**src/rtl/tcw_pkg.sv**
```systemverilog
`default_nettype none

package tcw_pkg;

	localparam int COLUMNS    = 80;
	localparam int ROWS       = 25;
	localparam int CELL_COUNT = COLUMNS * ROWS;

	localparam int ADDR_W = 11;
	localparam int COL_W  = $clog2(COLUMNS);
	localparam int CHAR_W = 8;
	localparam int ATTR_W = 8;
	localparam int CELL_W = ATTR_W + CHAR_W;

	localparam logic [ADDR_W-1:0] CELL_LAST     = ADDR_W'(CELL_COUNT - 1);
	localparam logic [ADDR_W-1:0] LAST_ROW_BASE = ADDR_W'(CELL_COUNT - COLUMNS);
	localparam logic [ADDR_W-1:0] ROW_STEP      = ADDR_W'(COLUMNS);
	localparam logic [COL_W-1:0]  COL_LAST      = COL_W'(COLUMNS - 1);

	localparam logic [CHAR_W-1:0] CH_NUL       = 8'h00;
	localparam logic [CHAR_W-1:0] CH_BACKSPACE = 8'h08;
	localparam logic [CHAR_W-1:0] CH_NEWLINE   = 8'h0A;
	localparam logic [CHAR_W-1:0] CH_SPACE     = 8'h20;
	localparam logic [ATTR_W-1:0] RESET_ATTR   = 8'h07;

	typedef enum logic [1:0] {
		OP_WRITE = 2'd0,
		OP_CLEAR = 2'd1,
		OP_READ  = 2'd2,
		OP_NONE  = 2'd3
	} op_t;

	typedef enum logic [2:0] {
		CUR_HOLD,
		CUR_ADV,
		CUR_BACK,
		CUR_NEWLINE,
		CUR_HOME,
		CUR_LASTROW
	} cur_op_t;

	typedef struct packed {
		logic [ADDR_W-1:0] cursor;
		logic              at_home;
		logic              at_last_cell;
		logic              on_last_row;
	} cur_stat_t;

	typedef struct packed {
		logic go;
		logic scroll;
	} sweep_cmd_t;

	typedef struct packed {
		logic busy;
		logic done;
	} sweep_stat_t;

	typedef struct packed {
		logic              en;
		logic [ADDR_W-1:0] addr;
		logic [CELL_W-1:0] data;
	} mem_wr_t;

	typedef struct packed {
		logic              en;
		logic [ADDR_W-1:0] addr;
	} mem_rd_t;

	function automatic logic [CELL_W-1:0] make_cell(input logic [ATTR_W-1:0] attr,
		input logic [CHAR_W-1:0] ch);
		return {attr, ch};
	endfunction

endpackage

`default_nettype wire

```
**src/rtl/tcw_cursor.sv**
```systemverilog
`default_nettype none

module tcw_cursor
	import tcw_pkg::*;
(
	input  wire logic              clk,
	input  wire logic              arst_n,
	input  wire cur_op_t           cmd,
	output cur_stat_t              stat,
	output logic      [ADDR_W-1:0] cursor_nxt
);

	logic [ADDR_W-1:0] cursor_q;
	logic [COL_W-1:0]  col_q;
	logic [COL_W-1:0]  col_nxt;

	// column tracked alongside the linear cursor so newline needs no modulo
	always_comb begin
		cursor_nxt = cursor_q;
		col_nxt    = col_q;
		case (cmd)
			CUR_ADV: begin
				cursor_nxt = cursor_q + ADDR_W'(1);
				col_nxt    = (col_q == COL_LAST) ? '0 : col_q + COL_W'(1);
			end
			CUR_BACK: begin
				cursor_nxt = cursor_q - ADDR_W'(1);
				col_nxt    = (col_q == '0) ? COL_LAST : col_q - COL_W'(1);
			end
			CUR_NEWLINE: begin
				cursor_nxt = cursor_q - ADDR_W'(col_q) + ROW_STEP;
				col_nxt    = '0;
			end
			CUR_HOME: begin
				cursor_nxt = '0;
				col_nxt    = '0;
			end
			CUR_LASTROW: begin
				cursor_nxt = LAST_ROW_BASE;
				col_nxt    = '0;
			end
			default: begin
				cursor_nxt = cursor_q;
				col_nxt    = col_q;
			end
		endcase
	end

	always_ff @(posedge clk or negedge arst_n) begin
		if (!arst_n) begin
			cursor_q <= '0;
			col_q    <= '0;
		end else begin
			cursor_q <= cursor_nxt;
			col_q    <= col_nxt;
		end
	end

	assign stat.cursor       = cursor_q;
	assign stat.at_home      = (cursor_q == '0);
	assign stat.at_last_cell = (cursor_q == CELL_LAST);
	assign stat.on_last_row  = (cursor_q >= LAST_ROW_BASE);

endmodule

`default_nettype wire

```
**config.mk**
```make
export PLATFORM = sky130hd
export DESIGN_NAME = tcw_cursor
export DESIGN_NICKNAME = d
export VERILOG_FILES = /design/src/rtl/tcw_pkg.sv /design/src/rtl/tcw_cursor.sv
export SDC_FILE = /design/constraint.sdc
export NUM_CORES = 1
export LEC_CHECK = 0
export BUFFER_PORTS_ARGS = -buffer_cell sky130_fd_sc_hd__buf_2
export CORE_UTILIZATION = 35
export CTS_CLUSTER_DIAMETER = 50
export CTS_CLUSTER_SIZE = 40
export DETAILED_ROUTE_END_ITERATION = 8
export GPL_ROUTABILITY_DRIVEN = 1
export GPL_TIMING_DRIVEN = 0
export MAX_ROUTING_LAYER = met4
export SLEW_MARGIN = 0
export SYNTH_ARGS = -nofsm -noshare
export SYNTH_HDL_FRONTEND = slang
export SYNTH_SLANG_ARGS = --single-unit
```
**constraint.sdc**
```tcl
create_clock -name clk -period 3.6 [get_ports clk]
set_input_delay 0.18 -clock clk [delete_from_list [all_inputs] [get_ports clk]]
set_output_delay 0.18 -clock clk [all_outputs]
set_load 0.01 [all_outputs]
```
==> impl_metrics.yaml <==
timing:
  skew_ns: 0.00240
  period_needed_ns: 3.21
  report.final.slew_viol_count: 0
  max-slew-margin-rel_pct: 50.9
  hold_viol_final: 0
  setup_violations: 0
  max_freq_ghz: 0.312
  rsz0062_at_grt: "false"
  whs_ns: 0.397
  fin_setup_tns_ns: 0
  worst_pin_slew_ns: 0.736
  fin_ws_ns: 0.391
  finalCritPeriodShare_pct: 89.1
critical_path:
  cp_data_required_time_ns: 3.42
  cp.arrival_ns: 3.03
  worstSetupPathType: "flop to output port"
  start_kind: "flop"
  crit_path_max_fanout: 5
  critPathCaptureType: "output port"
logic_synthesis:
  synth_top_area_cell: "dfrtp_1"
  yosysTopAreaCellShare_pct: 20.1
  syn_nets: 314
  synth_edf_count: 0
  yosysWarnings: 0
  netlist-cell-type-count: 53
  netlist_area_um2: 2240
  async_reset_ff_share_pct: 100
  ys_seq_area_share_pct: 20.1
  syn-mean-instance-area_um2: 8.16
  ys_ff_latch: 18
  synthFlopType: "dfrtp_1"
  synth_area_leaders: "dfrtp_1, ha_1, nor2_1"
  syn_inst: 274
power_and_ir_drop:
  leakagePower_nw: 1.16
  ir_worst_vdd_mv: 0.389
  p_per_area_nw_per_um2: 737
  power_mw: 1.87
final_layout:
  drive_gt1_share_pct: 15.9
  fillers: 629
  antenna_cells: 0
  num-nets-final: 349
  syn_to_final_growth_pct: 13.6
grt:
  grt_pass1_vias: 1949
  grt_pass1_wl_um: 9550
  grt.overflow.total: 0
  gr-usage-all-layers_pct: 19.4
  grt_start_max_net_pins: 19
  antenna_found_initial: 0
detailed_routing:
  top_layer: "met4"
  drtIter0Drc: 110
  wl_met3_um: 322
  vias_per_cell: 5.62
  wirelength_met1_um: 2940
  wirelength_um: 6030
  route.met2.wl_um: 2730
  via_count: 2151
  drc_errors: 0
  firstDrtPassIters: 4
  wl_per_cell_um: 15.7
  drtAntennaViolNets: 0
flow_run:
  drv_cap: 0
floorplanning:
  die_y_um: 81.9
  io_pins: 30
  die_x_um: 81.9
  start_util_pct: 37.1
  core_area_um2: 6030
  dieArea_um2: 6710
  core.rowCount: 28
min_path:
  hp-class: "input pin to async pin"
cts:
  cts_buffer_depth: 2
  numCtsBuffers: 3
  cts.reportedPaths.clkPinSlew_ns: 0.08
  clkSinkCount: 18
  h-tree-depth: 1
  clock_latency_ns: 0.26
  cts_root_buf: "clkbuf_8"
  cts_tree: "built"
  ctsResizeCount: 0
status:
  status: "finished, final reports clean"
placed_design:
  gp_congestion: 0.878
  dp_hpwl_um: 4600
  pre_cts_ws_ns: 0.442
  port_buffers: 29
## cell families after synthesis
kind of cell | synth area share, %
mux | 0.448
compound gates | 31.5
simple gates | 16.7
buf+inv | 5.48
flops | 20.1
xor+xnor | 5.48
fa+ha+maj | 20.3
## layout by cell type (no fill, tap or decap), drive strengths merged, types with 3 or more instances in the layout
cell type  Yosys  final
a211oi        11     11
a21o           5      5
a21oi         22     22
a221oi         5      5
a22oi          3      3
and2           4      4
buf            7     36
clkbuf         0      4
dfrtp         18     18
ha            33     33
inv           21     21
nand2         13     13
nand3          6      6
nand4          4      4
nor2          31     31
nor3           5      5
o21a           7      7
o21ai         27     27
o21bai         3      3
o221ai         3      3
o22ai          3      3
xnor2          6      6
xor2           8      8
## metrics by stage
step	std cells	utilization, %	instance area, µm²
floorplan	274	-	2240
detailed placement	378	41.1	2470
global placement	378	41.1	2470
CTS	383	42.2	2540
finish	383	42.2	2540
global route	383	42.2	2540
## metal layers
metal	up-vias	global-route usage (%)
li1	1099	-
met1	995	27.0
met2	55	30.0
met3	2	3.22
met4	0	2.63
met5	-	-
## flip-flops by register name, summed over array words and instances, names as in the netlist
register  count
col_q         7
cursor_q     11
## cell usage after synthesis, types with 3 or more instances
cell type / number
o21a_1: 6
nand4_1: 4
nor2_1: 31
inv_1: 21
o21ai_0: 18
and2_1: 4
buf_2: 5
a21o_1: 5
o21bai_1: 3
nand3_1: 6
nor3_1: 5
dfrtp_1: 18
a221oi_1: 4
ha_1: 33
o22ai_1: 3
nand2_1: 13
a21oi_1: 22
a22oi_1: 3
o21ai_1: 9
xnor2_1: 6
a211oi_1: 9
xor2_1: 8
## power breakdown
group	leakage [nW]	internal, mW	switching, mW
Combinational	0.907	0.571	0.719
Sequential	0.227	0.271	0.128
Clock	0.0288	0.0976	0.0848
Total	1.16	0.940	0.932
## layout make-up
cell class	count	area, µm²	share of cell area, %
tap	75	93.8	3.69
inverter	21	78.8	3.10
multi-input combinational	228	1660	65.5
buffer	7	43.8	1.72
clock buffer	4	55.1	2.17
sequential	18	450	17.7
timing repair buffer	30	155	6.11
## path summary, 6_finish.rpt
path / from / end / slack (ns) / cells after the start
setup / recovery: col_q[1] / cursor_nxt[9] / 0.39 / 11
hold / removal: arst_n / cursor_q[10] / 0.40 / 2
setup reg to reg: col_q[1] / cursor_q[9] / 0.89 / 10
hold reg to reg: col_q[5] / col_q[5] / 0.60 / 1
max in group asynchronous: arst_n / cursor_q[0] / 2.88 / 2
min in group clk: cmd[1] / cursor_q[7] / 0.52 / 5
## what timing repair did
action,CTS,global route
endpoints found under the setup margin,0,0
hold buffers,1,0
endpoints found under the hold margin,18,0
setup buffers,0,0
## worst max-delay path, cell delays in order (launching register included)
cell and delay, ns:
dfrtp_1 0.43, inv_1 0.13, ha_1 0.31, ha_1 0.24, fa_1 0.43, a211oi_1 0.25, nor2_1 0.11, o21bai_1 0.21
mux2i_1 0.10, o21ai_1 0.13, a2bb2oi_1 0.25, buf_2 0.17
Note: power is estimated with default switching activity, not from simulation.
