`src/rtl/tcw_pkg.sv`:
```
`default_nettype none

package tcw_pkg;

	localparam int COLUMNS    = 80;
	localparam int ROWS       = 25;
	localparam int CELL_COUNT = COLUMNS * ROWS;

	localparam int ADDR_W = 11;
	localparam int COL_W  = $clog2(COLUMNS);
	localparam int CHAR_W = 8;
	localparam int ATTR_W = 8;
	localparam int CELL_W = ATTR_W + CHAR_W;

	localparam logic [ADDR_W-1:0] CELL_LAST     = ADDR_W'(CELL_COUNT - 1);
	localparam logic [ADDR_W-1:0] LAST_ROW_BASE = ADDR_W'(CELL_COUNT - COLUMNS);
	localparam logic [ADDR_W-1:0] ROW_STEP      = ADDR_W'(COLUMNS);
	localparam logic [COL_W-1:0]  COL_LAST      = COL_W'(COLUMNS - 1);

	localparam logic [CHAR_W-1:0] CH_NUL       = 8'h00;
	localparam logic [CHAR_W-1:0] CH_BACKSPACE = 8'h08;
	localparam logic [CHAR_W-1:0] CH_NEWLINE   = 8'h0A;
	localparam logic [CHAR_W-1:0] CH_SPACE     = 8'h20;
	localparam logic [ATTR_W-1:0] RESET_ATTR   = 8'h07;

	typedef enum logic [1:0] {
		OP_WRITE = 2'd0,
		OP_CLEAR = 2'd1,
		OP_READ  = 2'd2,
		OP_NONE  = 2'd3
	} op_t;

	typedef enum logic [2:0] {
		CUR_HOLD,
		CUR_ADV,
		CUR_BACK,
		CUR_NEWLINE,
		CUR_HOME,
		CUR_LASTROW
	} cur_op_t;

	typedef struct packed {
		logic [ADDR_W-1:0] cursor;
		logic              at_home;
		logic              at_last_cell;
		logic              on_last_row;
	} cur_stat_t;

	typedef struct packed {
		logic go;
		logic scroll;
	} sweep_cmd_t;

	typedef struct packed {
		logic busy;
		logic done;
	} sweep_stat_t;

	typedef struct packed {
		logic              en;
		logic [ADDR_W-1:0] addr;
		logic [CELL_W-1:0] data;
	} mem_wr_t;

	typedef struct packed {
		logic              en;
		logic [ADDR_W-1:0] addr;
	} mem_rd_t;

	function automatic logic [CELL_W-1:0] make_cell(input logic [ATTR_W-1:0] attr,
		input logic [CHAR_W-1:0] ch);
		return {attr, ch};
	endfunction

endpackage

`default_nettype wire

```
`src/rtl/tcw_sweep.sv`:
```
`default_nettype none

module tcw_sweep
	import tcw_pkg::*;
(
	input  wire logic              clk,
	input  wire logic              arst_n,
	input  wire sweep_cmd_t        cmd,
	input  wire logic [ATTR_W-1:0] attr,
	input  wire logic [CELL_W-1:0] rd_data,
	output mem_rd_t                rd,
	output mem_wr_t                wr,
	output sweep_stat_t            stat
);

	logic              active_q;
	logic              scroll_q;
	logic              init_q;
	logic [ADDR_W-1:0] cnt_q;
	logic              wvld_s1;
	logic              wcopy_s1;
	logic [ADDR_W-1:0] waddr_s1;
	logic [CELL_W-1:0] blank;

	// one cell per cycle: when scrolling, read the row below and write it back in the next cycle
	assign rd.en   = active_q && scroll_q && (cnt_q < LAST_ROW_BASE);
	assign rd.addr = cnt_q + ROW_STEP;

	assign blank   = init_q ? make_cell(RESET_ATTR, CH_SPACE) : make_cell(attr, CH_SPACE);
	assign wr.en   = wvld_s1;
	assign wr.addr = waddr_s1;
	assign wr.data = wcopy_s1 ? rd_data : blank;

	assign stat.busy = active_q || wvld_s1;
	assign stat.done = wvld_s1 && !active_q;

	// comes out of reset walking the screen to blank it
	always_ff @(posedge clk or negedge arst_n) begin
		if (!arst_n) begin
			active_q <= 1'b1;
			scroll_q <= 1'b0;
			init_q   <= 1'b1;
			cnt_q    <= '0;
			wvld_s1  <= 1'b0;
		end else begin
			wvld_s1 <= active_q;
			if (active_q) begin
				cnt_q <= cnt_q + ADDR_W'(1);
				if (cnt_q == CELL_LAST) begin
					active_q <= 1'b0;
				end
			end else if (cmd.go) begin
				active_q <= 1'b1;
				scroll_q <= cmd.scroll;
				cnt_q    <= '0;
			end
			if (stat.done) begin
				init_q <= 1'b0;
			end
		end
	end

	always_ff @(posedge clk) begin
		wcopy_s1 <= rd.en;
		waddr_s1 <= cnt_q;
	end

endmodule

`default_nettype wire

```
`config.mk`:
```
export PLATFORM = sky130hd
export DESIGN_NAME = tcw_sweep
export DESIGN_NICKNAME = d
export VERILOG_FILES = /design/src/rtl/tcw_pkg.sv /design/src/rtl/tcw_sweep.sv
export SDC_FILE = /design/constraint.sdc
export NUM_CORES = 1
export LEC_CHECK = 0
export ABC_CLOCK_PERIOD_IN_PS = 1600
export BUFFER_PORTS_ARGS = -buffer_cell sky130_fd_sc_hd__buf_2
export CORE_MARGIN = 2
export CORE_UTILIZATION = 45
export CTS_BUF_LIST = sky130_fd_sc_hd__clkbuf_2 sky130_fd_sc_hd__clkbuf_4 sky130_fd_sc_hd__clkbuf_8
export DETAILED_ROUTE_END_ITERATION = 6
export PLACE_DENSITY = 0.9
export SLEW_MARGIN = 25
export SYNTH_ARGS = -nofsm -noshare
export SYNTH_HDL_FRONTEND = slang
export SYNTH_SLANG_ARGS = --single-unit
```
`constraint.sdc`:
```
create_clock -name clk -period 1.6 [get_ports clk]
set_input_delay 0.08 -clock clk [delete_from_list [all_inputs] [get_ports clk]]
set_output_delay 0.08 -clock clk [all_outputs]
set_load 0.01 [all_outputs]
```
==> results.yml, run 1 <==
outcome:
  outcome: "finished clean"
setup_path:
  slowest_stage: "dfrtp_2"
  path_class: "flop to primary output"
  critPathBufInv: 3
  cp_max_fo: 5
  crit_path_cell_trace: "buf_4, inv_2, ha_1, buf_2"
  worstPathArrival_ns: 1.45
  critical_path.endpoint_type: "primary output"
  critPathTopFamily: "flip-flops"
  cp-start-kind: "flop"
  critPathRequiredTime_ns: 1.52
  cpPeakStageDelay_ns: 0.49
timing:
  finalCritPeriodShare_pct: 95.4
  max_slew_margin_pct: 76.6
  finalSetupViolations: 0
  fin_crit_ns: 1.53
  fin_ws_ns: 0.0733
  max_freq_ghz: 0.655
  setup_tns_ns: 0
  clock_skew_ns: 0.0110
  final-hold-violation-count: 0
  drv_slew: 0
  worst_slew_pin_slew_ns: 0.351
yosys:
  ys_top_cells_by_area: "dfrtp_1 (26%), dfxtp_1 (19%), mux2i_1 (5.6%)"
  synth_cell_types: 31
  syn_area_um2: 1250
  synth_top_area_share_pct: 25.9
  syn_avg_cell_area_um2: 9.80
  seq_area_frac_synth_pct: 49.3
  synthCells: 128
  yosys_register_bits: 27
  yosys_warnings: 0
  synth_nets: 159
  synth.largest_area_cell: "dfrtp_1"
flow_run:
  maxCapViolations: 0
layout:
  drive_above_1_share_pct: 49.0
  num_antenna_cells: 0
  layout.nets: 232
  fillers: 231
  final_util_pct: 63.2
  final_cells: 231
  area_growth_pct: 36.5
global_route:
  grt_max_degree: 17
  grt_pass1_wl_mm: 4.61
  grt_usage_pct: 18.3
  grt_pass1_vias: 1030
  grt_overflow: 0
  grt_antenna_before_repair: 0
drt:
  route.detailed.drc: 0
  vias: 1172
  dr.pass1.iters: 4
  totalWireLength_mm: 2.98
  wl_per_cell_um: 12.9
  drt_iter0_markers: 57
  viasPerCell: 5.07
  detail-route-antenna-nets: 0
floorplan:
  initial_utilization_pct: 46.3
  row_count: 19
  die_x_um: 56.8
  ios: 70
  coreArea_um2: 2710
  die-height_um: 56.8
  die-area_um2: 3230
clock_network:
  htreeDepth: 1
  clock_sinks: 27
  cts_tree: "done"
  clock_path_buffers: 2
  cts_buffers: 3
  clk_pin_slew_worst_paths_ns: 0.15
  clk_latency_ns: 0.33
  cts_root_buf: "clkbuf_4"
placement:
  pre_cts_ws_ns: 0.243
  dpl.cell_count: 220
  place_congestion: 0.835
  port_buffers: 69
  dp_hpwl_mm: 2.29
power:
  power_frac_clock_pct: 11.7
  p_leak_uw: 0.000870
  pwr-share-comb_pct: 42.2
  p_int_uw: 1530
  power_density_nw_per_um2: 1510
  ir_drop_v: 0.00115
  swShare_pct: 40.7
  p_sw_uw: 1050
  seqPwrFrac_pct: 46.2
min_path:
  hp-class: "input pin to async pin"
## state kept, by name, indices dropped and copies added (netlist names)
signal / flops
waddr_s1: 11
scroll_q: 1
cnt_q: 11
init_q: 1
active_q: 1
wcopy_s1: 1
wvld_s1: 1
## path summary, 6_finish.rpt
kind	start	end	slack [ns]	cells after the start
hold reg to reg	active_q	wvld_s1	0.45	0
min in group clk	rd_data[5]	wr[5]	0.43	3
max in group asynchronous	arst_n	active_q	1.13	2
setup / recovery	cnt_q[4]	rd[5]	0.07	4
hold / removal	arst_n	cnt_q[9]	0.15	2
setup reg to reg	cnt_q[0]	cnt_q[10]	0.21	4
## cells in the mapped netlist
| master | number |
|---|---|
| nand2_1 | 18 |
| dfrtp_1 | 13 |
| dfxtp_1 | 12 |
| a21oi_1 | 8 |
| o21ai_0 | 8 |
| and2_1 | 7 |
| mux2i_1 | 7 |
| nor2_1 | 7 |
| buf_4 | 5 |
| a22o_1 | 4 |
| inv_1 | 4 |
| xnor2_1 | 4 |
| ha_1 | 3 |
| nand2b_1 | 3 |
| nand4_1 | 3 |
| and3_1 | 2 |
| buf_2 | 2 |
| clkbuf_1 | 2 |
| dfstp_2 | 2 |
| nand3_1 | 2 |
| nor4_2 | 2 |
| a31oi_1 | 1 |
| and2b_1 | 1 |
| and4_4 | 1 |
| buf_6 | 1 |
| mux2_1 | 1 |
| nand4_2 | 1 |
| nor2b_1 | 1 |
| nor3_1 | 1 |
| or2_2 | 1 |
| xor2_1 | 1 |
## layer usage
metal,routed length [um],global-route usage [%],part of all wire [%],vias up
li1,-,-,-,573
met1,1130,19.9,38,537
met2,1540,35.2,52,57
met3,267,3.46,9.0,5
met4,38,5.98,1.3,0
met5,0,0,0,-
## repair_timing
| item | CTS | global route |
|---|---|---|
| setup endpoints to repair | 2 | 5 |
| buffers inserted | 0 | 4 |
| gates resized for setup | 5 | 10 |
| hold buffers | 3 | 0 |
| pin swaps | 0 | 0 |
| hold endpoints to repair | 17 | 0 |
## metrics by stage
stage	total power, uW	area [um^2]	hold WS, ns
final	2590	1710	0.152
after global routing	2770	1710	0.182
after CTS	2500	1650	0.156
after detailed placement	2180	1590	0.00799
after global placement	2150	1590	0.00476
after floorplan	1780	1250	-0.216
## cell families after synthesis
| logic type | Yosys count | share of synthesized area, % |
|---|---|---|
| adder cells (fa/ha/maj) | 3 | 2.99 |
| AO/OA/AOI/OAI | 21 | 9.67 |
| AND/OR/NAND/NOR | 50 | 21.6 |
| multiplexers | 8 | 6.48 |
| buffers and inverters | 14 | 6.48 |
| XOR/XNOR | 5 | 3.49 |
| flip-flops | 27 | 49.3 |
## cells in the final DEF (no fill, tap or decap), types with 2 or more instances in the layout
| cell | n |
|---|---|
| dfrtp_2 | 5 |
| inv_1 | 3 |
| dfstp_2 | 2 |
| nand2b_1 | 3 |
| nand2_1 | 18 |
| a21oi_1 | 6 |
| a22o_1 | 4 |
| a21oi_2 | 2 |
| mux2i_1 | 7 |
| nand4_1 | 3 |
| ha_1 | 2 |
| o21ai_0 | 6 |
| o21ai_2 | 2 |
| dfrtp_1 | 8 |
| xnor2_1 | 4 |
| nand3_1 | 2 |
| buf_2 | 69 |
| clkbuf_4 | 3 |
| buf_4 | 6 |
| and2_1 | 7 |
| nor4_2 | 2 |
| dlygate4sd3_1 | 3 |
| nor2_1 | 7 |
| dfxtp_1 | 12 |
## power by group through the flow
stage	combinational, uW	clock (uW)	sequential [uW]
after floorplan	630	0	1150
after global placement	986	0	1160
after detailed placement	1010	0	1170
after CTS	1020	313	1170
after global routing	1200	339	1230
final	1090	302	1200
## area by class of cell
type                       count  area (um^2)  area share, %
clock buffer                   3         22.5           1.31
clock inverter                 1         7.51          0.438
inverter                       4         15.0          0.877
multi-input combinational     87          584           34.1
sequential                    27          624           36.5
tap                           31         38.8           2.26
timing repair buffer          78          420           24.5
## worst reg2reg max path: stages, from the launching register on
cell and delay, ns:
dfrtp_1 0.49, ha_1 0.25, and4_4 0.27, nand4_1 0.13
mux2i_1 0.14
Note: power is estimated with default switching activity, not from simulation.
==> inputs of run 2 (changes only) <==
--- a/config.mk
+++ b/config.mk
@@ -5,13 +5,14 @@
 export SDC_FILE = /design/constraint.sdc
 export NUM_CORES = 1
 export LEC_CHECK = 0
+export ABC_AREA = 1
 export ABC_CLOCK_PERIOD_IN_PS = 1600
 export BUFFER_PORTS_ARGS = -buffer_cell sky130_fd_sc_hd__buf_2
 export CORE_MARGIN = 2
 export CORE_UTILIZATION = 45
 export CTS_BUF_LIST = sky130_fd_sc_hd__clkbuf_2 sky130_fd_sc_hd__clkbuf_4 sky130_fd_sc_hd__clkbuf_8
 export DETAILED_ROUTE_END_ITERATION = 6
-export PLACE_DENSITY = 0.9
+export PLACE_DENSITY = 0.89
 export SLEW_MARGIN = 25
 export SYNTH_ARGS = -nofsm -noshare
 export SYNTH_HDL_FRONTEND = slang
==> results.yml, run 2 <==
outcome:
  outcome: "finished clean"
yosys:
  yosysMostFrequentCell: "nand2_1"
  synthTopCellsByCount: "nand2_1 (42), inv_1 (24), dfrtp_1 (13), nor2_1 (13), dfxtp_1 (12)"
  seq_area_frac_synth_pct: 46.9
  yosys_register_bits: 27
  ys.flop_type: "dfrtp_1"
  yosys_warnings: 0
  async_flop_share_pct: 55.6
  syn_area_um2: 1320
  synth_top_area_share_pct: 24.7
  synth_nets: 194
  ys_top_cells_by_area: "dfrtp_1 (25%), dfxtp_1 (18%), nand2_1 (12%)"
  synth.largest_area_cell: "dfrtp_1"
  synthCells: 163
  syn_avg_cell_area_um2: 8.08
  synth_edf_count: 0
  synth_cell_types: 27
timing:
  fin_crit_ns: 1.54
  max_freq_ghz: 0.649
  max_slew_margin_pct: 73.3
  final-hold-violation-count: 0
  finalSetupViolations: 0
  finalCritPeriodShare_pct: 96.3
  drv_slew: 0
  worst_slew_pin_slew_ns: 0.401
  fin_ws_ns: 0.0599
  rsz0062_at_grt: "yes"
  clock_skew_ns: 0.0115
  setup_tns_ns: 0
floorplan:
  die-area_um2: 3380
  initial_utilization_pct: 47.8
  coreArea_um2: 2760
  die-height_um: 58.1
  die_x_um: 58.1
  ios: 70
  row_count: 19
clock_network:
  cts_buffers: 3
  clock_path_buffers: 2
  cts_root_buf: "clkbuf_4"
  cts_tree: "done"
  clk_latency_ns: 0.32
  htreeDepth: 1
  clock_sinks: 27
  clk_pin_slew_worst_paths_ns: 0.15
setup_path:
  path_class: "flop to primary output"
  crit_path_cell_trace: "ha_4, o21ai_4, nor2_1, nand2_1, nand2_1, buf_2"
  r2r_slack_ns: 0.29
  cp_common_cell: "nand2_1"
  cpPeakStageDelay_ns: 0.48
  reg2reg_from: "cnt_q[0]"
  cp-start-kind: "flop"
  reg2reg_depth: 6
  critPathRequiredTime_ns: 1.52
  worstPathArrival_ns: 1.46
  slowest_stage: "dfrtp_2"
  cp_max_fo: 5
  r2r-end: "cnt_q[6]"
  critical_path.endpoint_type: "primary output"
flow_run:
  maxCapViolations: 0
global_route:
  grt_overflow: 0
  grt_max_degree: 16
  grt_pass1_wl_mm: 4.67
  grt_usage_pct: 17.6
  grt_pass1_vias: 1160
  grt_antenna_before_repair: 0
layout:
  layout.nets: 264
  final_util_pct: 63.2
  drive_above_1_share_pct: 40.9
  mostFrequentLayoutCells: "buf_2 (69), nand2_1 (42), inv_1 (24)"
  largest_registers: "cnt_q (11), waddr_s1 (11)"
  area_growth_pct: 32.4
  final_common_cell: "buf_2"
  final_cells: 263
  num_antenna_cells: 0
drt:
  totalWireLength_mm: 2.96
  route.detailed.drc: 0
  drt_iter0_markers: 39
  viasPerCell: 4.75
  wl_per_cell_um: 11.3
  dr.pass1.iters: 4
  vias: 1249
  detail-route-antenna-nets: 0
min_path:
  min_path_cells: 4
  min-delay-start: "cmd[1]"
  hp-class: "input pin to flop"
  holdPathEnd: "cnt_q[0]"
power:
  ir_drop_v: 0.00105
  p_leak_uw: 0.00101
  power_density_nw_per_um2: 1570
placement:
  dpl.cell_count: 254
  dp_hpwl_mm: 2.21
  place_congestion: 0.859
  port_buffers: 69
  pre_cts_ws_ns: 0.334
## run 2: changes by cell type after synthesis, moves of 5 or more
cell,change
a21oi_1,-6
and2_1,-7
inv_1,+20
mux2i_1,-6
nand2_1,+24
nand3_1,+5
nor2_1,+6
## run 2: through the flow
stage	area [um^2]	total power, uW	hold slack [ns]
detailed placement	1640	2330	0.00302
global placement	1640	2300	0.00397
floorplan	1320	1940	-0.216
global route	1740	2970	0.113
finish	1740	2740	0.0940
CTS	1700	2660	0.0916
## run 2: logic make-up after synthesis
kind of cell | share of synthesized area (%)
muxes | 0.760
adders and majority gates | 2.85
DFF | 46.9
xor gates and xnor gates | 1.99
and+or+nand+nor | 24.3
buffers and inverters | 12.0
AOI/OAI and AO/OA | 11.2
## run 2: critical path, delay by kind of cell, from the launching register on
family	cells	cell delay [ns]
AO/OA/AOI/OAI	1	0.16
adder cells (fa/ha/maj)	1	0.20
buffers and inverters	1	0.13
flip-flops	1	0.48
AND/OR/NAND/NOR	3	0.15
## run 2: how the worst max path moves through the flow
stage / startpoint / endpoint / slack, ns / cells past startpoint
4_1_cts: cnt_q[5] / rd[10] / 0.0002 / 5
3_5_place_dp: cnt_q[4] / rd[10] / 0.33 / 6
3_3_place_gp: cnt_q[4] / rd[8] / 0.36 / 4
6_report: cnt_q[5] / rd[10] / 0.06 / 6
5_1_grt: cnt_q[5] / rd[8] / -0.03 / 4
2_1_floorplan: cnt_q[4] / rd[8] / 0.44 / 3
## run 2: cell type report
| class | instances | area, um^2 |
|---|---|---|
| Clock buffer | 3 | 22.5 |
| Clock inverter | 1 | 5.00 |
| Fill cell | 237 | 1010 |
| Inverter | 26 | 97.6 |
| Multi-Input combinational cell | 101 | 571 |
| Sequential cell | 27 | 622 |
| Tap cell | 31 | 38.8 |
| Timing Repair Buffer | 74 | 388 |
## run 2: routing by layer
| metal | vias to the layer above | part of all wire (%) | GRT usage, % |
|---|---|---|---|
| li1 | 641 | - | - |
| met4 | 0 | 0.54 | 5.32 |
| met5 | - | 0 | 0 |
| met2 | 60 | 46 | 30.4 |
| met1 | 544 | 42 | 21.7 |
| met3 | 4 | 11 | 4.24 |
## run 2: report_power, final
part           switching, uW  leakage (uW)  internal (uW)
clock network            193     0.0000177           93.5
logic                    695      0.000721            569
registers                271      0.000270            917
## run 2: timing repair
item / 4_1_cts / 5_1_grt
hold endpoints to repair: 16 / 0
resized for setup: 0 / 8
hold buffers: 2 / 0
pin swaps: 0 / 3
endpoints found under the setup margin: 2 / 8
setup buffers: 2 / 1
==> inputs of run 3 (changes only) <==
--- a/config.mk
+++ b/config.mk
@@ -8,7 +8,6 @@
 export ABC_AREA = 1
 export ABC_CLOCK_PERIOD_IN_PS = 1600
 export BUFFER_PORTS_ARGS = -buffer_cell sky130_fd_sc_hd__buf_2
-export CORE_MARGIN = 2
 export CORE_UTILIZATION = 45
 export CTS_BUF_LIST = sky130_fd_sc_hd__clkbuf_2 sky130_fd_sc_hd__clkbuf_4 sky130_fd_sc_hd__clkbuf_8
 export DETAILED_ROUTE_END_ITERATION = 6
==> results.yml, run 3 (synthesized netlist as in run 2, its figures left out) <==
outcome:
  outcome: "finished clean"
floorplan:
  coreArea_um2: 2760
  die-area_um2: 3150
  initial_utilization_pct: 47.8
  die_x_um: 56.1
  ios: 70
  die-height_um: 56.1
  row_count: 19
placement:
  place_congestion: 0.889
  pre_cts_ws_ns: 0.341
  dp_hpwl_mm: 2.21
  port_buffers: 69
  dpl_cell_area_um2: 1640
clock_network:
  cts_tree: "done"
  clk_pin_slew_worst_paths_ns: 0.14
  htreeDepth: 1
  cts_root_buf: "clkbuf_4"
  clock_path_buffers: 2
  clock_sinks: 27
  clk_latency_ns: 0.33
  cts_buffers: 3
power:
  pwr-share-comb_pct: 44.7
  p_int_uw: 1570
  finalPower_uw: 2750
  power_density_nw_per_um2: 1590
  seqPwrFrac_pct: 43.8
  ir_drop_v: 0.00113
  power_frac_clock_pct: 11.5
  swShare_pct: 42.9
  p_sw_uw: 1180
  p_leak_uw: 0.00100
layout:
  drive_above_1_share_pct: 40.4
  final_common_cell: "buf_2"
  layout.nets: 262
  largest_registers: "cnt_q (11), waddr_s1 (11)"
  num_antenna_cells: 0
  fillers: 254
  multiInputGateArea_um2: 571
  final_area_um2: 1730
  area_growth_pct: 31.4
  seqCellArea_um2: 622
  mostFrequentLayoutCells: "buf_2 (69), nand2_1 (42), inv_1 (24)"
flow_run:
  maxCapViolations: 0
timing:
  max_slew_margin_pct: 72.1
  final-hold-violation-count: 0
  clock_skew_ns: 0.00301
  fin_crit_ns: 1.56
  max_freq_ghz: 0.641
  setup_tns_ns: 0
  worst_slew_pin_slew_ns: 0.419
  drv_slew: 0
  fin_ws_ns: 0.0405
  finalCritPeriodShare_pct: 97.5
  rsz0062_at_grt: "yes"
  whs_ns: 0.0769
  finalSetupViolations: 0
global_route:
  grt_use_met3_pct: 3.95
  grt_antenna_before_repair: 0
  busiest_layer: "met2"
  gr-usage-met1_pct: 20.5
  grt_max_degree: 16
  grt_overflow: 0
  grt_use_met2_pct: 34.4
  grt_usage_pct: 18.6
  grt_pass1_wl_mm: 4.63
  grt_pass1_vias: 1131
drt:
  viasPerCell: 5.04
  drt_iter0_markers: 73
  wl_per_cell_um: 11.9
  detail-route-antenna-nets: 0
  route.detailed.drc: 0
  totalWireLength_mm: 3.11
  vias: 1315
  dr.pass1.iters: 4
setup_path:
  cp-start-kind: "flop"
  critPathRequiredTime_ns: 1.52
  reg2reg_depth: 6
  crit_path_cell_trace: "ha_4, o21ai_4, nor2_1, nand2_1, nand2_1, buf_2"
  path_class: "flop to primary output"
  worstPathArrival_ns: 1.48
  cpPeakStageDelay_ns: 0.49
  slowest_stage: "dfrtp_2"
  critical_path.endpoint_type: "primary output"
  cp_common_cell: "nand2_1"
  crit_start: "cnt_q[5]"
  reg2reg_from: "cnt_q[0]"
  r2r-end: "cnt_q[6]"
  endpoint: "rd[10]"
  cp_max_fo: 6
  r2r_slack_ns: 0.29
min_path:
  hp-class: "input pin to flop"
run 3: routing by layer:
| layer | vias to the layer above | part of all wire, % |
|---|---|---|
| met1 | 585 | 41 |
| met3 | 9 | 10 |
| met2 | 85 | 47 |
| met5 | - | 0 |
| li1 | 636 | - |
| met4 | 0 | 1.8 |
run 3: cell type report:
type	count	area share (%)
timing repair buffer	72	21.5
inverter	26	5.64
tap	31	2.24
sequential	27	35.9
multi-input combinational	101	32.9
clock buffer	4	1.73
run 3: stage by stage:
| step | utilization (%) | cells |
|---|---|---|
| floorplan | - | 163 |
| finish | 62.8 | 261 |
| global route | 62.8 | 261 |
| detailed placement | 59.5 | 254 |
| CTS | 61.4 | 260 |
| global placement | 59.5 | 254 |
run 3: timing repair:
item	CTS	global route
pin swaps	0	1
hold endpoints to repair	16	0
setup endpoints to repair	2	13
setup buffers	0	1
hold buffers	2	0
resized for setup	1	7
run 3: worst min-delay path by stage:
stage / to / startpoint / cells after the start / slack (ns)
5_1_grt: cnt_q[0] / cmd[1] / 4 / 0.09
6_report: cnt_q[0] / cmd[1] / 4 / 0.08
3_5_place_dp: cnt_q[3] / arst_n / 1 / 0.002
2_1_floorplan: cnt_q[0] / arst_n / 0 / -0.22
3_3_place_gp: cnt_q[3] / arst_n / 1 / 0.002
4_1_cts: cnt_q[0] / cmd[1] / 4 / 0.08
run 3: power groups by stage:
stage	Sequential [uW]	Combinational, uW	Clock (uW)
finish	1210	1230	318
global route	1240	1350	343
CTS	1170	1170	323
detailed placement	1180	1150	0
global placement	1170	1130	0
floorplan	1130	804	0
run 3: worst max-delay path: cells and delay by family (launching register included):
| kind | cells | cell delay (ns) |
|---|---|---|
| DFF | 1 | 0.49 |
| adders and majority gates | 1 | 0.20 |
| and+or+nand+nor | 3 | 0.18 |
| AOI/OAI and AO/OA | 1 | 0.14 |
| buffers and inverters | 1 | 0.13 |
